File: src/rtl/mfp_pkg.sv
`timescale 1ns / 1ps
`default_nettype none
// ----------------------------------------------------------------------------
// MLP forward pass package
// Shared constants, request codes and the control word that travels from the
// sequencer through the multiply-accumulate pipeline.
// ----------------------------------------------------------------------------
package mfp_pkg;

   // Fixed field widths of the request, result and register ports.
   localparam int VALUE_W      = 16;
   localparam int ACT_W        = 15;
   localparam int OP_W         = 2;
   localparam int LAYER_W      = 2;
   localparam int NEURON_W     = 4;
   localparam int OUT_INDEX_W  = 4;
   localparam int LCOUNT_W     = 3;
   localparam int CSR_DATA_W   = 5;
   localparam int CSR_INDEX_W  = 3;
   localparam int PROD_W       = 2 * VALUE_W;

   // Q4.12 arithmetic.
   localparam int FRAC_BITS    = 12;
   localparam int ACT_MAX      = 32767;

   // Layers whose width comes from a register; deeper layers use the full width.
   localparam int NUM_WIDTH_REGS = 4;

   // Cycles between the last read of a layer and the first read of the next,
   // so that the final write-back of the layer has landed in the store.
   localparam int DRAIN_CYCLES = 4;
   localparam int DRAIN_W      = $clog2(DRAIN_CYCLES);

   // Request operation codes.
   typedef enum logic [OP_W-1:0] {
      OP_WEIGHT = 2'd0,
      OP_BIAS   = 2'd1,
      OP_ACT    = 2'd2
   } mfp_op_type;

   // Configuration register indexes.
   localparam logic [CSR_INDEX_W-1:0] CSR_LAYER_COUNT  = 3'd0;
   localparam logic [CSR_INDEX_W-1:0] CSR_WIDTH_LAYER0 = 3'd1;
   localparam logic [CSR_INDEX_W-1:0] CSR_WIDTH_LAYER1 = 3'd2;
   localparam logic [CSR_INDEX_W-1:0] CSR_WIDTH_LAYER2 = 3'd3;
   localparam logic [CSR_INDEX_W-1:0] CSR_WIDTH_LAYER3 = 3'd4;

   // Control word of one multiply-accumulate beat.
   typedef struct packed {
      logic valid;      // beat carries a product
      logic first;      // first source of a neuron: accumulator starts at the bias
      logic acc_done;   // last source of a neuron: result is ready afterward
      logic nrn_last;   // last neuron of the layer
      logic is_output;  // layer is the final layer
   } mfp_ctl_type;

   // Address width for a store of the given depth, at least one bit.
   function automatic int addr_bits(input int depth);
      return (depth > 1) ? $clog2(depth) : 1;
   endfunction

endpackage
`default_nettype wire

File: src/rtl/mfp_seq.sv
`timescale 1ns / 1ps
`default_nettype none
// ----------------------------------------------------------------------------
// MLP sequencer
// Walks layers, neurons and sources, one multiply-accumulate beat per cycle,
// and waits for the last write-back of a layer before starting the next.
// ----------------------------------------------------------------------------
module mfp_seq #(
   parameter int MAX_LAYERS  = 4,
   parameter int MAX_NEURONS = 16
) (
   input  wire  logic                                  clock,
   input  wire  logic                                  reset,
   input  wire  logic                                  start_run_i,
   input  wire  logic [mfp_pkg::addr_bits(MAX_LAYERS)-1:0] layer_last_i,
   input  wire  logic [MAX_LAYERS-1:0][mfp_pkg::addr_bits(MAX_NEURONS)-1:0] width_last_i,
   output logic                                        busy_o,
   output mfp_pkg::mfp_ctl_type                        ctl_o,
   output logic [mfp_pkg::addr_bits((MAX_LAYERS-1)*MAX_NEURONS*MAX_NEURONS)-1:0]
                                                       wt_raddr_o,
   output logic [mfp_pkg::addr_bits((MAX_LAYERS-1)*MAX_NEURONS)-1:0] bias_raddr_o,
   output logic [mfp_pkg::addr_bits(MAX_LAYERS*MAX_NEURONS)-1:0]     act_raddr_o,
   output logic [mfp_pkg::addr_bits(MAX_LAYERS*MAX_NEURONS)-1:0]     wb_addr_o,
   output logic [mfp_pkg::addr_bits(MAX_NEURONS)-1:0]  nrn_o
);

   localparam int NB   = mfp_pkg::addr_bits(MAX_NEURONS);
   localparam int LB   = mfp_pkg::addr_bits(MAX_LAYERS);
   localparam int WA_W = mfp_pkg::addr_bits((MAX_LAYERS - 1) * MAX_NEURONS * MAX_NEURONS);
   localparam int BA_W = mfp_pkg::addr_bits((MAX_LAYERS - 1) * MAX_NEURONS);
   localparam int AA_W = mfp_pkg::addr_bits(MAX_LAYERS * MAX_NEURONS);
   localparam logic [mfp_pkg::DRAIN_W-1:0] DRAIN_LAST =
      mfp_pkg::DRAIN_W'(mfp_pkg::DRAIN_CYCLES - 1);

   typedef enum logic [2:0] {
      S_IDLE  = 3'b001,
      S_ISSUE = 3'b010,
      S_DRAIN = 3'b100
   } mfp_state_type;

   mfp_state_type state_ff, state_in;
   logic [LB-1:0]  layer_ff, layer_in;
   logic [NB-1:0]  nrn_ff, nrn_in;
   logic [NB-1:0]  src_ff, src_in;
   logic [mfp_pkg::DRAIN_W-1:0] drain_ff, drain_in;

   logic [LB-1:0]  prev_layer;
   logic           src_last;
   logic           nrn_last;
   logic           out_layer;

   // Position within the run.
   always_comb begin
      prev_layer = layer_ff - LB'(1);
      src_last   = (src_ff == width_last_i[prev_layer]);
      nrn_last   = (nrn_ff == width_last_i[layer_ff]);
      out_layer  = (layer_ff == layer_last_i);
   end

   // Store addresses of the current beat.
   always_comb begin
      act_raddr_o  = AA_W'(int'(prev_layer) * MAX_NEURONS + int'(src_ff));
      bias_raddr_o = BA_W'(int'(prev_layer) * MAX_NEURONS + int'(nrn_ff));
      wt_raddr_o   = WA_W'((int'(prev_layer) * MAX_NEURONS + int'(nrn_ff)) * MAX_NEURONS +
                           int'(src_ff));
      wb_addr_o    = AA_W'(int'(layer_ff) * MAX_NEURONS + int'(nrn_ff));
      nrn_o        = nrn_ff;
   end

   // Control word of the current beat.
   always_comb begin
      ctl_o.valid     = (state_ff == S_ISSUE);
      ctl_o.first     = (src_ff == '0);
      ctl_o.acc_done  = src_last;
      ctl_o.nrn_last  = nrn_last;
      ctl_o.is_output = out_layer;
   end

   // Next state and counters.
   always_comb begin
      state_in = state_ff;
      layer_in = layer_ff;
      nrn_in   = nrn_ff;
      src_in   = src_ff;
      drain_in = drain_ff;
      unique case (state_ff)
         S_IDLE: begin
            if (start_run_i) begin
               state_in = S_ISSUE;
               layer_in = LB'(1);
               nrn_in   = '0;
               src_in   = '0;
            end
         end
         S_ISSUE: begin
            if (src_last) begin
               src_in = '0;
               if (nrn_last) begin
                  nrn_in   = '0;
                  drain_in = '0;
                  state_in = S_DRAIN;
               end else begin
                  nrn_in = nrn_ff + NB'(1);
               end
            end else begin
               src_in = src_ff + NB'(1);
            end
         end
         S_DRAIN: begin
            if (drain_ff == DRAIN_LAST) begin
               if (out_layer) begin
                  state_in = S_IDLE;
               end else begin
                  layer_in = layer_ff + LB'(1);
                  state_in = S_ISSUE;
               end
            end else begin
               drain_in = drain_ff + mfp_pkg::DRAIN_W'(1);
            end
         end
         default: begin
            state_in = S_IDLE;
         end
      endcase
   end

   always_ff @(posedge clock) begin
      if (reset) begin
         state_ff <= S_IDLE;
         layer_ff <= LB'(1);
         nrn_ff   <= '0;
         src_ff   <= '0;
         drain_ff <= '0;
      end else begin
         state_ff <= state_in;
         layer_ff <= layer_in;
         nrn_ff   <= nrn_in;
         src_ff   <= src_in;
         drain_ff <= drain_in;
      end
   end

   assign busy_o = (state_ff != S_IDLE);

   // A run request in idle starts issuing on the next cycle.
   a_start_issues: assert property (@(posedge clock) disable iff (reset)
      (state_ff == S_IDLE && start_run_i) |=> (state_ff == S_ISSUE))
      else $error("Run request did not start issuing.");

   // The drain after the final layer ends the run.
   a_run_ends: assert property (@(posedge clock) disable iff (reset)
      (state_ff == S_DRAIN && drain_ff == DRAIN_LAST && out_layer) |=> !busy_o)
      else $error("Run did not end after the final layer.");

endmodule
`default_nettype wire

File: config.mk
export PLATFORM = sky130hd
export DESIGN_NAME = mfp_seq
export DESIGN_NICKNAME = d
export VERILOG_FILES = /design/src/rtl/mfp_pkg.sv /design/src/rtl/mfp_seq.sv
export SDC_FILE = /design/constraint.sdc
export NUM_CORES = 1
export LEC_CHECK = 0
export BUFFER_PORTS_ARGS = -buffer_cell sky130_fd_sc_hd__clkbuf_2
export CORE_ASPECT_RATIO = 1.2
export CORE_MARGIN = 2
export CORE_UTILIZATION = 53
export CTS_BUF_LIST = sky130_fd_sc_hd__clkbuf_2
export DETAILED_ROUTE_END_ITERATION = 16
export GPL_ROUTABILITY_DRIVEN = 0
export PLACE_DENSITY = 0.88
export SKIP_LAST_GASP = 1
export SLEW_MARGIN = 20
export SYNTH_ARGS = -nofsm -noshare
export SYNTH_HDL_FRONTEND = slang
export SYNTH_SLANG_ARGS = --single-unit
File: constraint.sdc
create_clock -name clock -period 4 [get_ports clock]
set_input_delay 0.2 -clock clock [delete_from_list [all_inputs] [get_ports clock]]
set_output_delay 0.2 -clock clock [all_outputs]
set_load 0.02 [all_outputs]
Word level (Yosys, flattened, before mapping)
Index checks and enable logic that the tools add are counted.
{ "word_totals": {"regBits": 15, "inputBits": 21, "output_inout_bits": 38, "wordCells": 63} }
{ "op_classes": {"addsub": 9, "magnitude_cmp": 2, "n_eq_ne": 14, "mux": 24, "reduce_logical": 9} }
{ "op_table": {"columns": ["cell", "count"], "rows": [
  ["$mux W4", 6],
  ["$add A6 B4 Y6", 3],
  ["$bmux W4 S2", 2],
  ["$pmux W4 S2", 2],
  ["$mux W2", 7],
  ["$mux W3", 4],
  ["$reduce_and A4 Y1", 3],
  ["$add A10 B4 Y10", 1],
  ["$pmux W3 S3", 1],
  ["$add A4 B1 Y4 const B", 2],
  ["$eq A4 B4 Y1", 2],
  ["$ne A2 B2 Y1 const B", 4],
  ["$pmux W2 S2", 2],
  ["$lt A2 B3 Y1 const B", 2],
  ["$reduce_bool A2 Y1", 3],
  ["$add A2 B1 Y2 const B", 2],
  ["$logic_not A4 Y1", 1],
  ["$ne A2 B1 Y1 const B", 2],
  ["$eq A3 B1 Y1 const B", 1],
  ["$eq A3 B2 Y1 const B", 1],
  ["$eq A3 B3 Y1 const B", 1],
  ["$ne A3 B1 Y1 const B", 1],
  ["$reduce_and A3 Y1", 1],
  ["$eq A2 B2 Y1", 1],
  ["3 further kinds", 3]
]} }

Longest topological paths before layout
{ "depth": {"word_depth": 6, "mapped_depth": 7, "mapped_depth_nobuf": 7} }

Worst setup path after synthesis
OpenSTA, ideal clock, no wires.
{ "synth_path": {"path_kind": "register -> register", "start": "register layer_ff[1]", "end": "register src_ff[3]", "setup_ns": 0.074, "arrival_ns": 2.122, "t_required_ns": 3.926, "setup_slack_ns": 1.804, "stages_incl_launch_ff": 8, "path_buffers": 1, "period_less_slack_ns": 2.196, "path_cell_list": "dfxtp_1 -> buf_6 -> mux4_2 -> xnor2_1 -> nand4_4 -> inv_2 -> or4_1 -> a31oi_1"} }
{ "synth_via": {"elab_chain_cells": 6} }
{ "synth_rtl": {"columns": ["element", "line", "text"], "rows": [
  ["start, declared", "mfp_seq.sv:42", "logic [LB-1:0] layer_ff, layer_in;"],
  ["start signal, assigned", "mfp_seq.sv:136", "layer_ff <= layer_in;"],
  ["$sub A2 B1 Y2", "mfp_seq.sv:54", "prev_layer = layer_ff - LB'(1);"],
  ["$bmux W4 S2", "mfp_seq.sv:55", "src_last = (src_ff == width_last_i[prev_layer]);"],
  ["$mux W4 (not written as such)", "mfp_seq.sv:55", null],
  ["$eq A4 B4 Y1", "mfp_seq.sv:55", null],
  ["net src_last", "mfp_seq.sv:48", "logic src_last;"],
  ["$mux W4", "mfp_seq.sv:96", "if (src_last) begin"],
  ["$pmux W4 S2", "mfp_seq.sv:86", "unique case (state_ff)"],
  ["end signal, assigned", "mfp_seq.sv:138", "src_ff <= src_in;"],
  ["end, declared", "mfp_seq.sv:44", "logic [NB-1:0] src_ff, src_in;"]
]} }
The timed path passes the listed nets, and every way through them passes these cells. The select of a mux whose other input is x is not followed.
A chain may end at the register's enable or synchronous reset.

==> flow_summary.json <==
{
  "routed-via-count": 1244,
  "drive_gt1_share_pct": 35.8,
  "vdd_drop_max_mv": 0.102,
  "crit_type": "reg -> out",
  "die_x_um": 50.5,
  "clkTransAtPathRegs_ns": 0.16,
  "syn_inst": 154,
  "cts_buffer_depth": 2,
  "drv_slew": 0,
  "max_slew_margin_pct": 56.8,
  "fin_crit_ns": 2.62,
  "cts.sinks": 15,
  "critPathRequiredTime_ns": 3.80,
  "power.density_nw_per_um2": 206,
  "final_core_util_pct": 60.8,
  "rsz0062_at_grt": "false",
  "placement.io_buffers": 58,
  "ys_seq_area_share_pct": 21.8,
  "wl_per_cell_um": 13.1,
  "critPathLaunchType": "flop",
  "setup_viol": 0,
  "worst_pin_slew_ns": 0.639,
  "drtAntennaViolNets": 0,
  "tns_ns": 0,
  "p_leak_nw": 0.690,
  "place_ws_ns": 1.60,
  "antenna_cells": 0,
  "period_share_pct": 65.6,
  "postCtsSetupBuffers": 0,
  "grt_pass1_wl_um": 4590,
  "grt_usage_pct": 19.9,
  "ios": 59,
  "synth_area_leaders": "dfxtp_1, mux4_1, buf_4",
  "clock_skew_ns": 0.00691,
  "drc": 0,
  "ys_types": 44,
  "final_nets": 213,
  "cts_resized": 0,
  "root_buffer": "clkbuf_2",
  "synthFlopType": "dfxtp_1",
  "fp.dieH_um": 59.9,
  "hold_class": "in -> reg",
  "critical_path_arrival_ns": 2.42,
  "numCtsBuffers": 3,
  "clock_latency_ns": 0.30,
  "fp.dieArea_um2": 3020,
  "cts_tree": "yes",
  "synthArstFlopShare_pct": 0,
  "yosysTopAreaCellShare_pct": 21.8,
  "grt_pass1_vias": 1037,
  "syn-num-nets": 179,
  "syn_area_per_cell_um2": 8.95,
  "grt-ovfl-total": 0,
  "antenna_found_initial": 0,
  "synth_enable_flop_cells": 0,
  "hpwlAfterDp_um": 2270,
  "syn_to_final_growth_pct": 10.4,
  "viasPerCell": 5.65,
  "layout_setup_ws_ns": 1.38,
  "rows": 20,
  "crit_fanout": 14,
  "grt_max_degree": 17,
  "core_region_area_um2": 2500,
  "synth_area_um2": 1380,
  "outcome": "completed",
  "initial_core_util_pct": 55.0,
  "endpoint_kind": "output pin",
  "routed_wl_um": 2870,
  "max_freq_ghz": 0.381,
  "finalHoldViolCount": 0,
  "first_pass_iters": 4,
  "ys_ff_latch": 15,
  "maxCapViolCount": 0,
  "drt-initial-drc-count": 24,
  "ctsHoldBuffers": 0,
  "synth_area_leader_cell": "dfxtp_1",
  "htreeDepth": 1,
  "yosys_warnings": 0
}
## worst max-delay path: stages, from the launching register on
cell and delay [ns]:
dfxtp_1 0.70, mux4_1 0.65, xnor2_1 0.25, nand4_4 0.20, inv_2 0.14, clkbuf_2 0.18
## synthesized netlist by cell type, types with 2 or more instances
cell type / n
mux4_1: 7
xnor2_1: 9
o21ai_0: 8
o21bai_1: 2
or3_1: 4
clkbuf_1: 3
inv_1: 9
buf_4: 24
ha_1: 4
dfxtp_1: 15
nor4b_1: 2
nand2b_1: 2
xor2_1: 2
nor3_1: 2
a21oi_1: 5
nand3_1: 6
nor2_1: 7
nand3b_1: 4
a31oi_1: 2
nor2b_1: 3
o211ai_1: 2
nand4_1: 3
nand2_1: 7
nand4b_1: 2
## state kept, by name (all words and copies together), names as in the netlist
signal / count
src_ff: 4
state_ff: 3
layer_ff: 2
nrn_o: 4
drain_ff: 2
## routing by layer
metal	routed length, um	share of wire, %	track usage, %
met1	1180	41	23.5
met2	1440	50	35.0
met3	213	7.4	3.75
met4	40	1.4	8.88
met5	0	0	0
## cell type report
type,count,area (um2)
repair buffers,58,290
clock inverters,1,5.00
inverters,11,41.3
flip-flops and latches,15,300
well taps,33,41.3
multi-input cells,99,828
clock buffers,3,15.0
fillers,231,981
## cell usage in the layout (no fill, tap or decap), types with 2 or more instances in the layout
cell type  Yosys  final
dfxtp_1       15     15
a31oi_1        2      2
nor2_1         7      7
inv_1          9      9
o21ai_0        8      8
nand2b_1       2      2
nand2_1        7      7
a21oi_1        5      5
nand3_1        6      6
nand4b_1       2      2
nor4b_1        2      2
xnor2_1        9      9
o211ai_1       2      2
or3_1          4      4
nand4_1        3      3
clkbuf_2       0     61
nor2b_1        3      3
o21bai_1       2      2
nor3_1         2      2
nand3b_1       4      4
xor2_1         2      2
mux4_1         7      7
ha_1           4      4
## worst paths after layout
kind / from / endpoint / slack [ns] / cells past startpoint
max: layer_ff[1] / ctl_o[2] / 1.38 / 5
min: start_run_i / state_ff[0] / 0.24 / 3
max reg2reg: layer_ff[1] / src_ff[3] / 1.58 / 6
min reg2reg: drain_ff[1] / drain_ff[1] / 0.52 / 2
## through the flow
| step | total power, mW | instances | hold WS, ns | area, um2 |
|---|---|---|---|---|
| detailed placement | 0.240 | 216 | 0.496 | 1500 |
| CTS | 0.315 | 220 | 0.246 | 1520 |
| global placement | 0.238 | 216 | 0.487 | 1500 |
| global route | 0.331 | 220 | 0.229 | 1520 |
| floorplan | 0.218 | 154 | 0.292 | 1380 |
| finish | 0.314 | 220 | 0.245 | 1520 |
## power breakdown
group | internal, mW | total, mW | switching [mW]
combinational | 0.0339 | 0.0759 | 0.0420
clock | 0.0226 | 0.0769 | 0.0543
sequential | 0.153 | 0.161 | 0.00806
total | 0.210 | 0.314 | 0.104
## cells by family after synthesis
kind of cell | after synthesis | synth area share [%]
AOI/OAI and AO/OA | 27 | 12.9
xor gates and xnor gates | 11 | 6.99
adders and majority gates | 4 | 3.63
buffers and inverters | 40 | 18.1
DFF | 15 | 21.8
muxes | 9 | 15.7
and+or+nand+nor | 48 | 20.9
Power figures use the tool's default switching activity.
