$ cat config.mk
export PLATFORM = sky130hd
export DESIGN_NAME = mfp_mac
export DESIGN_NICKNAME = d
export VERILOG_FILES = /design/src/rtl/mfp_pkg.sv /design/src/rtl/mfp_mac.sv
export SDC_FILE = /design/constraint.sdc
export NUM_CORES = 1
export LEC_CHECK = 0
export ABC_AREA = 0
export BUFFER_PORTS_ARGS = -buffer_cell sky130_fd_sc_hd__buf_2
export CORE_ASPECT_RATIO = 0.9
export CORE_MARGIN = 8
export CORE_UTILIZATION = 55
export CTS_BUF_LIST = sky130_fd_sc_hd__clkbuf_4 sky130_fd_sc_hd__clkbuf_8
export DETAILED_ROUTE_END_ITERATION = 10
export MAX_ROUTING_LAYER = met4
export PLACE_DENSITY = 0.76
export RECOVER_POWER = 100
export SLEW_MARGIN = 10
export SYNTH_ARGS = -nofsm -noshare
export SYNTH_HDL_FRONTEND = slang
export SYNTH_SLANG_ARGS = --single-unit
$ cat constraint.sdc
create_clock -name clock -period 7 [get_ports clock]
set_input_delay 1.4 -clock clock [delete_from_list [all_inputs] [get_ports clock]]
set_output_delay 1.4 -clock clock [all_outputs]
set_load 0.01 [all_outputs]
$ cat src/rtl/mfp_pkg.sv
`timescale 1ns / 1ps
`default_nettype none
// ----------------------------------------------------------------------------
// MLP forward pass package
// Shared constants, request codes and the control word that travels from the
// sequencer through the multiply-accumulate pipeline.
// ----------------------------------------------------------------------------
package mfp_pkg;

   // Fixed field widths of the request, result and register ports.
   localparam int VALUE_W      = 16;
   localparam int ACT_W        = 15;
   localparam int OP_W         = 2;
   localparam int LAYER_W      = 2;
   localparam int NEURON_W     = 4;
   localparam int OUT_INDEX_W  = 4;
   localparam int LCOUNT_W     = 3;
   localparam int CSR_DATA_W   = 5;
   localparam int CSR_INDEX_W  = 3;
   localparam int PROD_W       = 2 * VALUE_W;

   // Q4.12 arithmetic.
   localparam int FRAC_BITS    = 12;
   localparam int ACT_MAX      = 32767;

   // Layers whose width comes from a register; deeper layers use the full width.
   localparam int NUM_WIDTH_REGS = 4;

   // Cycles between the last read of a layer and the first read of the next,
   // so that the final write-back of the layer has landed in the store.
   localparam int DRAIN_CYCLES = 4;
   localparam int DRAIN_W      = $clog2(DRAIN_CYCLES);

   // Request operation codes.
   typedef enum logic [OP_W-1:0] {
      OP_WEIGHT = 2'd0,
      OP_BIAS   = 2'd1,
      OP_ACT    = 2'd2
   } mfp_op_type;

   // Configuration register indexes.
   localparam logic [CSR_INDEX_W-1:0] CSR_LAYER_COUNT  = 3'd0;
   localparam logic [CSR_INDEX_W-1:0] CSR_WIDTH_LAYER0 = 3'd1;
   localparam logic [CSR_INDEX_W-1:0] CSR_WIDTH_LAYER1 = 3'd2;
   localparam logic [CSR_INDEX_W-1:0] CSR_WIDTH_LAYER2 = 3'd3;
   localparam logic [CSR_INDEX_W-1:0] CSR_WIDTH_LAYER3 = 3'd4;

   // Control word of one multiply-accumulate beat.
   typedef struct packed {
      logic valid;      // beat carries a product
      logic first;      // first source of a neuron: accumulator starts at the bias
      logic acc_done;   // last source of a neuron: result is ready afterward
      logic nrn_last;   // last neuron of the layer
      logic is_output;  // layer is the final layer
   } mfp_ctl_type;

   // Address width for a store of the given depth, at least one bit.
   function automatic int addr_bits(input int depth);
      return (depth > 1) ? $clog2(depth) : 1;
   endfunction

endpackage
`default_nettype wire

$ cat src/rtl/mfp_mac.sv
`timescale 1ns / 1ps
`default_nettype none
// ----------------------------------------------------------------------------
// MLP multiply-accumulate unit
// The one shared arithmetic unit: multiply register, wide accumulator that
// starts at the scaled bias, and a ReLU with saturation on each neuron's sum.
// ----------------------------------------------------------------------------
module mfp_mac #(
   parameter int MAX_LAYERS  = 4,
   parameter int MAX_NEURONS = 16
) (
   input  wire  logic                                  clock,
   input  wire  logic                                  reset,
   // Beat issued by the sequencer in the cycle before the store data.
   input  wire  mfp_pkg::mfp_ctl_type                  ctl_i,
   input  wire  logic [mfp_pkg::addr_bits(MAX_LAYERS*MAX_NEURONS)-1:0] wb_addr_i,
   input  wire  logic [mfp_pkg::addr_bits(MAX_NEURONS)-1:0]            nrn_i,
   input  wire  logic signed [mfp_pkg::VALUE_W-1:0]    wt_q_i,
   input  wire  logic signed [mfp_pkg::VALUE_W-1:0]    bias_q_i,
   input  wire  logic signed [mfp_pkg::VALUE_W-1:0]    act_q_i,
   // Finished neuron.
   output mfp_pkg::mfp_ctl_type                        res_ctl_o,
   output logic [mfp_pkg::addr_bits(MAX_LAYERS*MAX_NEURONS)-1:0]       res_addr_o,
   output logic [mfp_pkg::addr_bits(MAX_NEURONS)-1:0]  res_nrn_o,
   output logic [mfp_pkg::ACT_W-1:0]                   res_value_o
);

   localparam int NB    = mfp_pkg::addr_bits(MAX_NEURONS);
   localparam int AA_W  = mfp_pkg::addr_bits(MAX_LAYERS * MAX_NEURONS);
   localparam int ACC_W = mfp_pkg::PROD_W + NB + 1;

   // Stage 1: aligned with the registered store reads.
   mfp_pkg::mfp_ctl_type ctl1_ff, ctl1_in;
   logic [AA_W-1:0]      addr1_ff;
   logic [NB-1:0]        nrn1_ff;
   // Stage 2: product and bias.
   mfp_pkg::mfp_ctl_type ctl2_ff, ctl2_in;
   logic [AA_W-1:0]      addr2_ff;
   logic [NB-1:0]        nrn2_ff;
   logic signed [mfp_pkg::PROD_W-1:0]  prod_ff, prod_in;
   logic signed [mfp_pkg::VALUE_W-1:0] bias2_ff;
   // Stage 3: accumulator.
   mfp_pkg::mfp_ctl_type ctl3_ff, ctl3_in;
   logic [AA_W-1:0]      addr3_ff;
   logic [NB-1:0]        nrn3_ff;
   logic signed [ACC_W-1:0] acc_ff, acc_in;
   // Stage 4: result.
   mfp_pkg::mfp_ctl_type res_ctl_ff, res_ctl_in;
   logic [mfp_pkg::ACT_W-1:0] res_value_ff, res_value_in;
   logic [AA_W-1:0]      res_addr_ff;
   logic [NB-1:0]        res_nrn_ff;

   logic signed [ACC_W-1:0] bias_scaled;
   logic signed [ACC_W-1:0] acc_shifted;

   // Multiply the two operands as they come out of the stores.
   always_comb begin
      ctl1_in = ctl_i;
      ctl2_in = ctl1_ff;
      ctl3_in = ctl2_ff;
      prod_in = mfp_pkg::PROD_W'(act_q_i) * mfp_pkg::PROD_W'(wt_q_i);
   end

   // Accumulate; the first source of a neuron restarts from the bias in Q8.24.
   always_comb begin
      bias_scaled = ACC_W'(bias2_ff) <<< mfp_pkg::FRAC_BITS;
      acc_in      = acc_ff;
      if (ctl2_ff.valid) begin
         acc_in = (ctl2_ff.first ? bias_scaled : acc_ff) + ACC_W'(prod_ff);
      end
   end

   // ReLU, truncate to Q4.12 and saturate.
   always_comb begin
      acc_shifted  = acc_ff >>> mfp_pkg::FRAC_BITS;
      res_ctl_in   = ctl3_ff;
      res_ctl_in.valid = ctl3_ff.valid && ctl3_ff.acc_done;
      if (acc_ff[ACC_W-1] || (acc_ff == '0)) begin
         res_value_in = '0;
      end else if (acc_shifted > ACC_W'(mfp_pkg::ACT_MAX)) begin
         res_value_in = mfp_pkg::ACT_W'(mfp_pkg::ACT_MAX);
      end else begin
         res_value_in = mfp_pkg::ACT_W'(acc_shifted);
      end
   end

   // Control flags of the pipeline.
   always_ff @(posedge clock) begin
      if (reset) begin
         ctl1_ff    <= '0;
         ctl2_ff    <= '0;
         ctl3_ff    <= '0;
         res_ctl_ff <= '0;
      end else begin
         ctl1_ff    <= ctl1_in;
         ctl2_ff    <= ctl2_in;
         ctl3_ff    <= ctl3_in;
         res_ctl_ff <= res_ctl_in;
      end
   end

   // Data path registers.
   always_ff @(posedge clock) begin
      addr1_ff     <= wb_addr_i;
      nrn1_ff      <= nrn_i;
      addr2_ff     <= addr1_ff;
      nrn2_ff      <= nrn1_ff;
      prod_ff      <= prod_in;
      bias2_ff     <= bias_q_i;
      addr3_ff     <= addr2_ff;
      nrn3_ff      <= nrn2_ff;
      acc_ff       <= acc_in;
      res_addr_ff  <= addr3_ff;
      res_nrn_ff   <= nrn3_ff;
      res_value_ff <= res_value_in;
   end

   assign res_ctl_o   = res_ctl_ff;
   assign res_addr_o  = res_addr_ff;
   assign res_nrn_o   = res_nrn_ff;
   assign res_value_o = res_value_ff;

   // Sources of one neuron arrive back to back.
   a_sources_contiguous: assert property (@(posedge clock) disable iff (reset)
      (ctl2_ff.valid && !ctl2_ff.first) |-> $past(ctl2_ff.valid))
      else $error("Accumulation beat without a preceding beat.");

   // After a neuron's last source, the next beat restarts the accumulator.
   a_restart_after_done: assert property (@(posedge clock) disable iff (reset)
      (ctl3_ff.valid && ctl3_ff.acc_done) |=> (!ctl3_ff.valid || ctl3_ff.first))
      else $error("Neuron accumulation did not restart from its bias.");

endmodule
`default_nettype wire

After elaboration in Yosys (flattened, before gate mapping)
Cells that the tools add are included.
{"block": "op_classes", "addsub": 1, "mul": 1, "n_lt_le_gt_ge": 1, "n_mux": 2, "n_reduce_logical": 3}
{"op": "$add 37x32->37", "n": 1}
{"op": "$logic_not 37->1", "n": 1}
{"op": "$mux 37", "n": 1}
{"op": "$mul 16x16->32", "n": 1}
{"op": "$gt 25x16->1 const B", "n": 1}
{"op": "$mux 15", "n": 1}
{"op": "$logic_and 1x1->1", "n": 1}
{"op": "$logic_or 1x1->1", "n": 1}
{"block": "totals", "regBits": 160, "output_inout_bits": 30, "wordCells": 40}

Depth between registers and ports, before layout
{"block": "depth", "word_depth": 2, "ltp_mapped": 24, "mapped_depth_nobuf": 23}

Worst setup path after synthesis
OpenSTA, ideal clock, no wires.
{"block": "synth_path", "path_kind": "input-to-reg", "start": "in act_q_i[10] in the netlist's numbering", "end": "reg prod_ff[29] in the netlist's numbering", "arrival_ps": 6782, "setup_slack_ps": 94, "cell_stages": 21, "path_cell_list": "clkbuf_1 nand2_1 fa_1 fa_1 fa_1 fa_1 inv_1 fa_1 inv_1 fa_1 inv_1 ha_1 o211ai_1 nor3_1 a221oi_1 a311oi_1 o21ai_0 a21boi_0 o21ai_2 and3b_1 a211oi_1"}
{"block": "synth_via", "elab_chain_cells": 1}
{"element": "start: declaration", "line": "mfp_mac.sv:20", "source": "input wire logic signed [mfp_pkg::VALUE_W-1:0] act_q_i,"}
{"element": "$mul 16x16->32", "line": "mfp_mac.sv:61", "source": "prod_in = mfp_pkg::PROD_W'(act_q_i) * mfp_pkg::PROD_W'(wt_q_i);"}
{"element": "net prod_in, one bit", "line": "mfp_mac.sv:40", "source": "logic signed [mfp_pkg::PROD_W-1:0] prod_ff, prod_in;"}
{"element": "end signal: assignment", "line": "mfp_mac.sv:108", "source": "prod_ff <= prod_in;"}
{"element": "end: declaration", "line": "mfp_mac.sv:40"}
The timed path passes the listed nets, and every way through them passes these cells.
A chain may end at the register's enable or synchronous reset.

Worst setup path in the final report
{"block": "layout_path", "start": "in act_q_i[5] in the netlist's numbering", "end": "reg prod_ff[28] in the netlist's numbering"}
Same word-level chain as after synthesis.

==> results by group <==
Setup path
  • Required time worst endpoint: 7.39 ns
  • Worst Path Arrival: around 7 ns
  • Critical R2R Capture: acc_ff[36]$_DFFE_PP_
  • Reg2reg setup slack: ~2.4 ns
  • CP bufs+invs: 7
  • Top delay family on crit path: adder cells
  • Max stage delay on crit path: between 0.5 and 0.6 ns
  • Critical path type: in2reg
  • Crit-path cells: clkbuf_1 -> buf_4 -> and2_0 -> fa_1 -> inv_1 -> fa_1 -> inv_1 -> fa_1 -> fa_1 -> fa_1 -> inv_1 -> fa_1 -> inv_1 -> ha_1 -> clkbuf_1 -> a21o_1 -> a21o_1 -> a21oi_1 -> nand4_1 -> nand3_1 -> nand2_1 -> a31o_2 -> a21oi_1 -> xnor2_1
  • Startpoint Class: input pin
  • R2R depth: 11
  • CP Capture Type: flip-flop
  • Most frequent CP cell: fa_1
  • Critical-path top delay cell: fa_1
  • Worst R2R Start: ctl2_ff[3]$_SDFF_PP0_
  • Worst-path maximum fanout: 6

Timing
  • Setup Viol. Count Final: 0
  • RSZ-0062 raised after global routing: false
  • Slew HR: -0.419
  • Clock skew: 0.0161 ns
  • Min Tclk post-route: roughly 6.6 ns
  • Final Cycle Share: 0.949
  • Final Hold Viols: 0
  • Hold Slack: 0.326 ns
  • Max Fclk: around 150 MHz
  • Worst Tran Pin Value: about 2.1 ns
  • Max Slew Vio Count: 38

Layout
  • Multi-input gate area: about 0.011 mm2
  • Diodes inserted: 0
  • Layout overhead on the synthesized area: 13.0%
  • Leading cell type in the layout, fill and taps excluded: inv_1
  • Fraction of layout instances using a drive strength above 1: 0.123
  • Most frequent cells in the layout: inv_1, fa_1, nand2_1
  • Post-route cell area: between 0.015 and 0.02 mm2
  • Final #Nets: around 2300
  • Fill cells: between 2000 and 2500
  • Storage cell area: 0.00357 mm2

Global routing
  • Initial antenna violation count: 0
  • Vias in the first global route: ~12000
  • Grt total ovfl: 0
  • Largest net degree at the start of global routing: 38
  • First-pass GRT wire length: 59.3 mm
  • Overall routing resource usage: 0.217

Floorplan
  • DIE AREA: approximately 0.035 mm2
  • # rows: 59
  • Die width: between 150 and 200 um
  • Initial Util: 0.555
  • Io pins: between 90 and 100
  • Die Ht: 177 um
  • Core area: 0.0287 mm2

Synth
  • Synth Register Bits: 160
  • Post-synthesis adder-cell area fraction: 0.423
  • Yosys warnings: 0
  • Synth Area in Simple Gates: 0.138
  • Synth area leader: fa_1
  • Most used DFF post-synth: dfxtp_1
  • Largest family of logic cells by synthesized area: adder cells
  • Asr flop ratio synth: 0
  • Synth unique cells: 56
  • Area contributors post-synth: fa_1, dfxtp_1, ha_1, inv_1, edfxtp_1
  • Post-synth EDFFs: 37
  • Syn nets: ~2100
  • Post-Synth XOR/XNOR Area: 0.0357
  • Seq/Total Area, Yosys: 0.224
  • Post-synthesis cell count: 1628
  • Synth Cell Area: between 0.015 and 0.02 mm2
  • Syn avg cell area: slightly below 10 um2
  • Top-area cell type share of the netlist area: 0.331
  • Compound-Gate Fraction of Synth Area: 0.0771
  • Mux contribution to synthesized area: 0.0119

CTS
  • Clock Path Buffers: 2
  • Clock sinks: 160
  • Number of buffers created by CTS: 17
  • Hold-fix buffers, CTS: 0
  • CTS tree: done
  • Root Driver: clkbuf_8
  • Htree depth: 4
  • Clk pin slew, worst setup/hold paths: 0.11 ns
  • Worst skew pair latency: 0.46 ns
  • Post-CTS setup repair buffer count: 0

Route
  • ANT nets after route: 0
  • First-pass DRT Iterations: 6
  • Wire per inst: 15.7 um
  • Iter 0 DRT Violations: 537
  • Routed via count: 11300
  • Drt via density: 5.14
  • WL final: between 30 and 40 mm
  • DRC: 0

Hold path
  • Hold Path Sink: nrn3_ff[0]$_DFF_P_
  • HP Start: nrn2_ff[0]$_DFF_P_
  • Worst Hold Path Cells: 0
  • Worst Hold Class: reg2reg

Place
  • Post-DP HPWL: approximately 30 mm
  • GP Congestion: 0.917
  • Port Buffer Count: 94
  • Placed inst area: 0.0176 mm2

Run status
  • Failing checks: max-capacitance violations, max-slew violations
  • Status: finished with violations

Job
  • Max-cap viol count: 1
==> cells in the mapped netlist, drive strengths merged (6+ instances only) <==
library cell	number
a21o	23
nor2b	41
dfxtp	123
o21a	13
o21ai	47
nand3	10
a21oi	59
ha	118
o21bai	6
nor3	10
mux2	15
clkbuf	39
nor2	50
fa	263
xor2	13
nor4	9
nand2b	13
a31oi	6
edfxtp	37
inv	343
xnor2	52
nand2	153
and3	7
and2	124
==> stage by stage <==
stage / utilization / cells / setup slack [ns] / setup TNS (ns)
finish: 0.626 / 2196 / 0.358 / 0
global route: 0.626 / 2196 / 0.0323 / 0
CTS: 0.629 / 2196 / 0.154 / 0
detailed placement: 0.614 / 2164 / -0.306 / -1.16
global placement: 0.614 / 2164 / -0.237 / -0.831
floorplan: - / 1628 / 0.0943 / 0
==> cells by family after synthesis <==
kind of cell | Yosys count
and+or+nand+nor | 433
buffers and inverters | 382
adders and majority gates | 381
AOI/OAI and AO/OA | 190
DFF | 160
xor gates and xnor gates | 65
muxes | 17
==> worst max-delay path by stage <==
| stage | start | depth (start not counted) | endpoint | slack (ns) |
|---|---|---|---|---|
| finish | act_q_i[5] | 24 | prod_ff[28]$_DFF_P_ | 0.36 |
| global route | wt_q_i[1] | 25 | prod_ff[30]$_DFF_P_ | 0.03 |
| CTS | wt_q_i[2] | 22 | prod_ff[29]$_DFF_P_ | 0.15 |
| detailed placement | wt_q_i[2] | 22 | prod_ff[29]$_DFF_P_ | -0.31 |
| global placement | wt_q_i[4] | 22 | prod_ff[29]$_DFF_P_ | -0.24 |
| floorplan | act_q_i[10] | 21 | prod_ff[29]$_DFF_P_ | 0.09 |
==> cell type report <==
class,count,area share
inverters,343,0.0716
clock inverters,15,0.0115
flip-flops and latches,160,0.199
well taps,366,0.0255
repair buffers,209,0.0732
clock buffers,17,0.0130
multi-input cells,1086,0.607
==> flip-flops by register name (all words and copies together) (netlist names) <==
name,count
ctl3_ff,5
nrn2_ff,4
acc_ff,37
bias2_ff,16
addr2_ff,6
addr3_ff,6
res_addr_o,6
ctl2_ff,5
prod_ff,32
res_ctl_o,5
addr1_ff,6
nrn1_ff,4
ctl1_ff,5
res_value_o,15
nrn3_ff,4
res_nrn_o,4
==> layer usage <==
| metal | part of all wire | GRT usage |
|---|---|---|
| met1 | 0.41 | 0.259 |
| met3 | 0.050 | 0.0347 |
| met4 | 0.022 | 0.0577 |
| met5 | 0 | - |
| met2 | 0.51 | 0.382 |
==> what timing repair did <==
item                                   in CTS  in global routing
setup endpoints to repair                   0                  4
endpoints found under the hold margin       0                  0
resized for setup                           0                  5
Power is not shown: default switching activity piles up to over one toggle a cycle in this logic, so the estimate is an artifact.
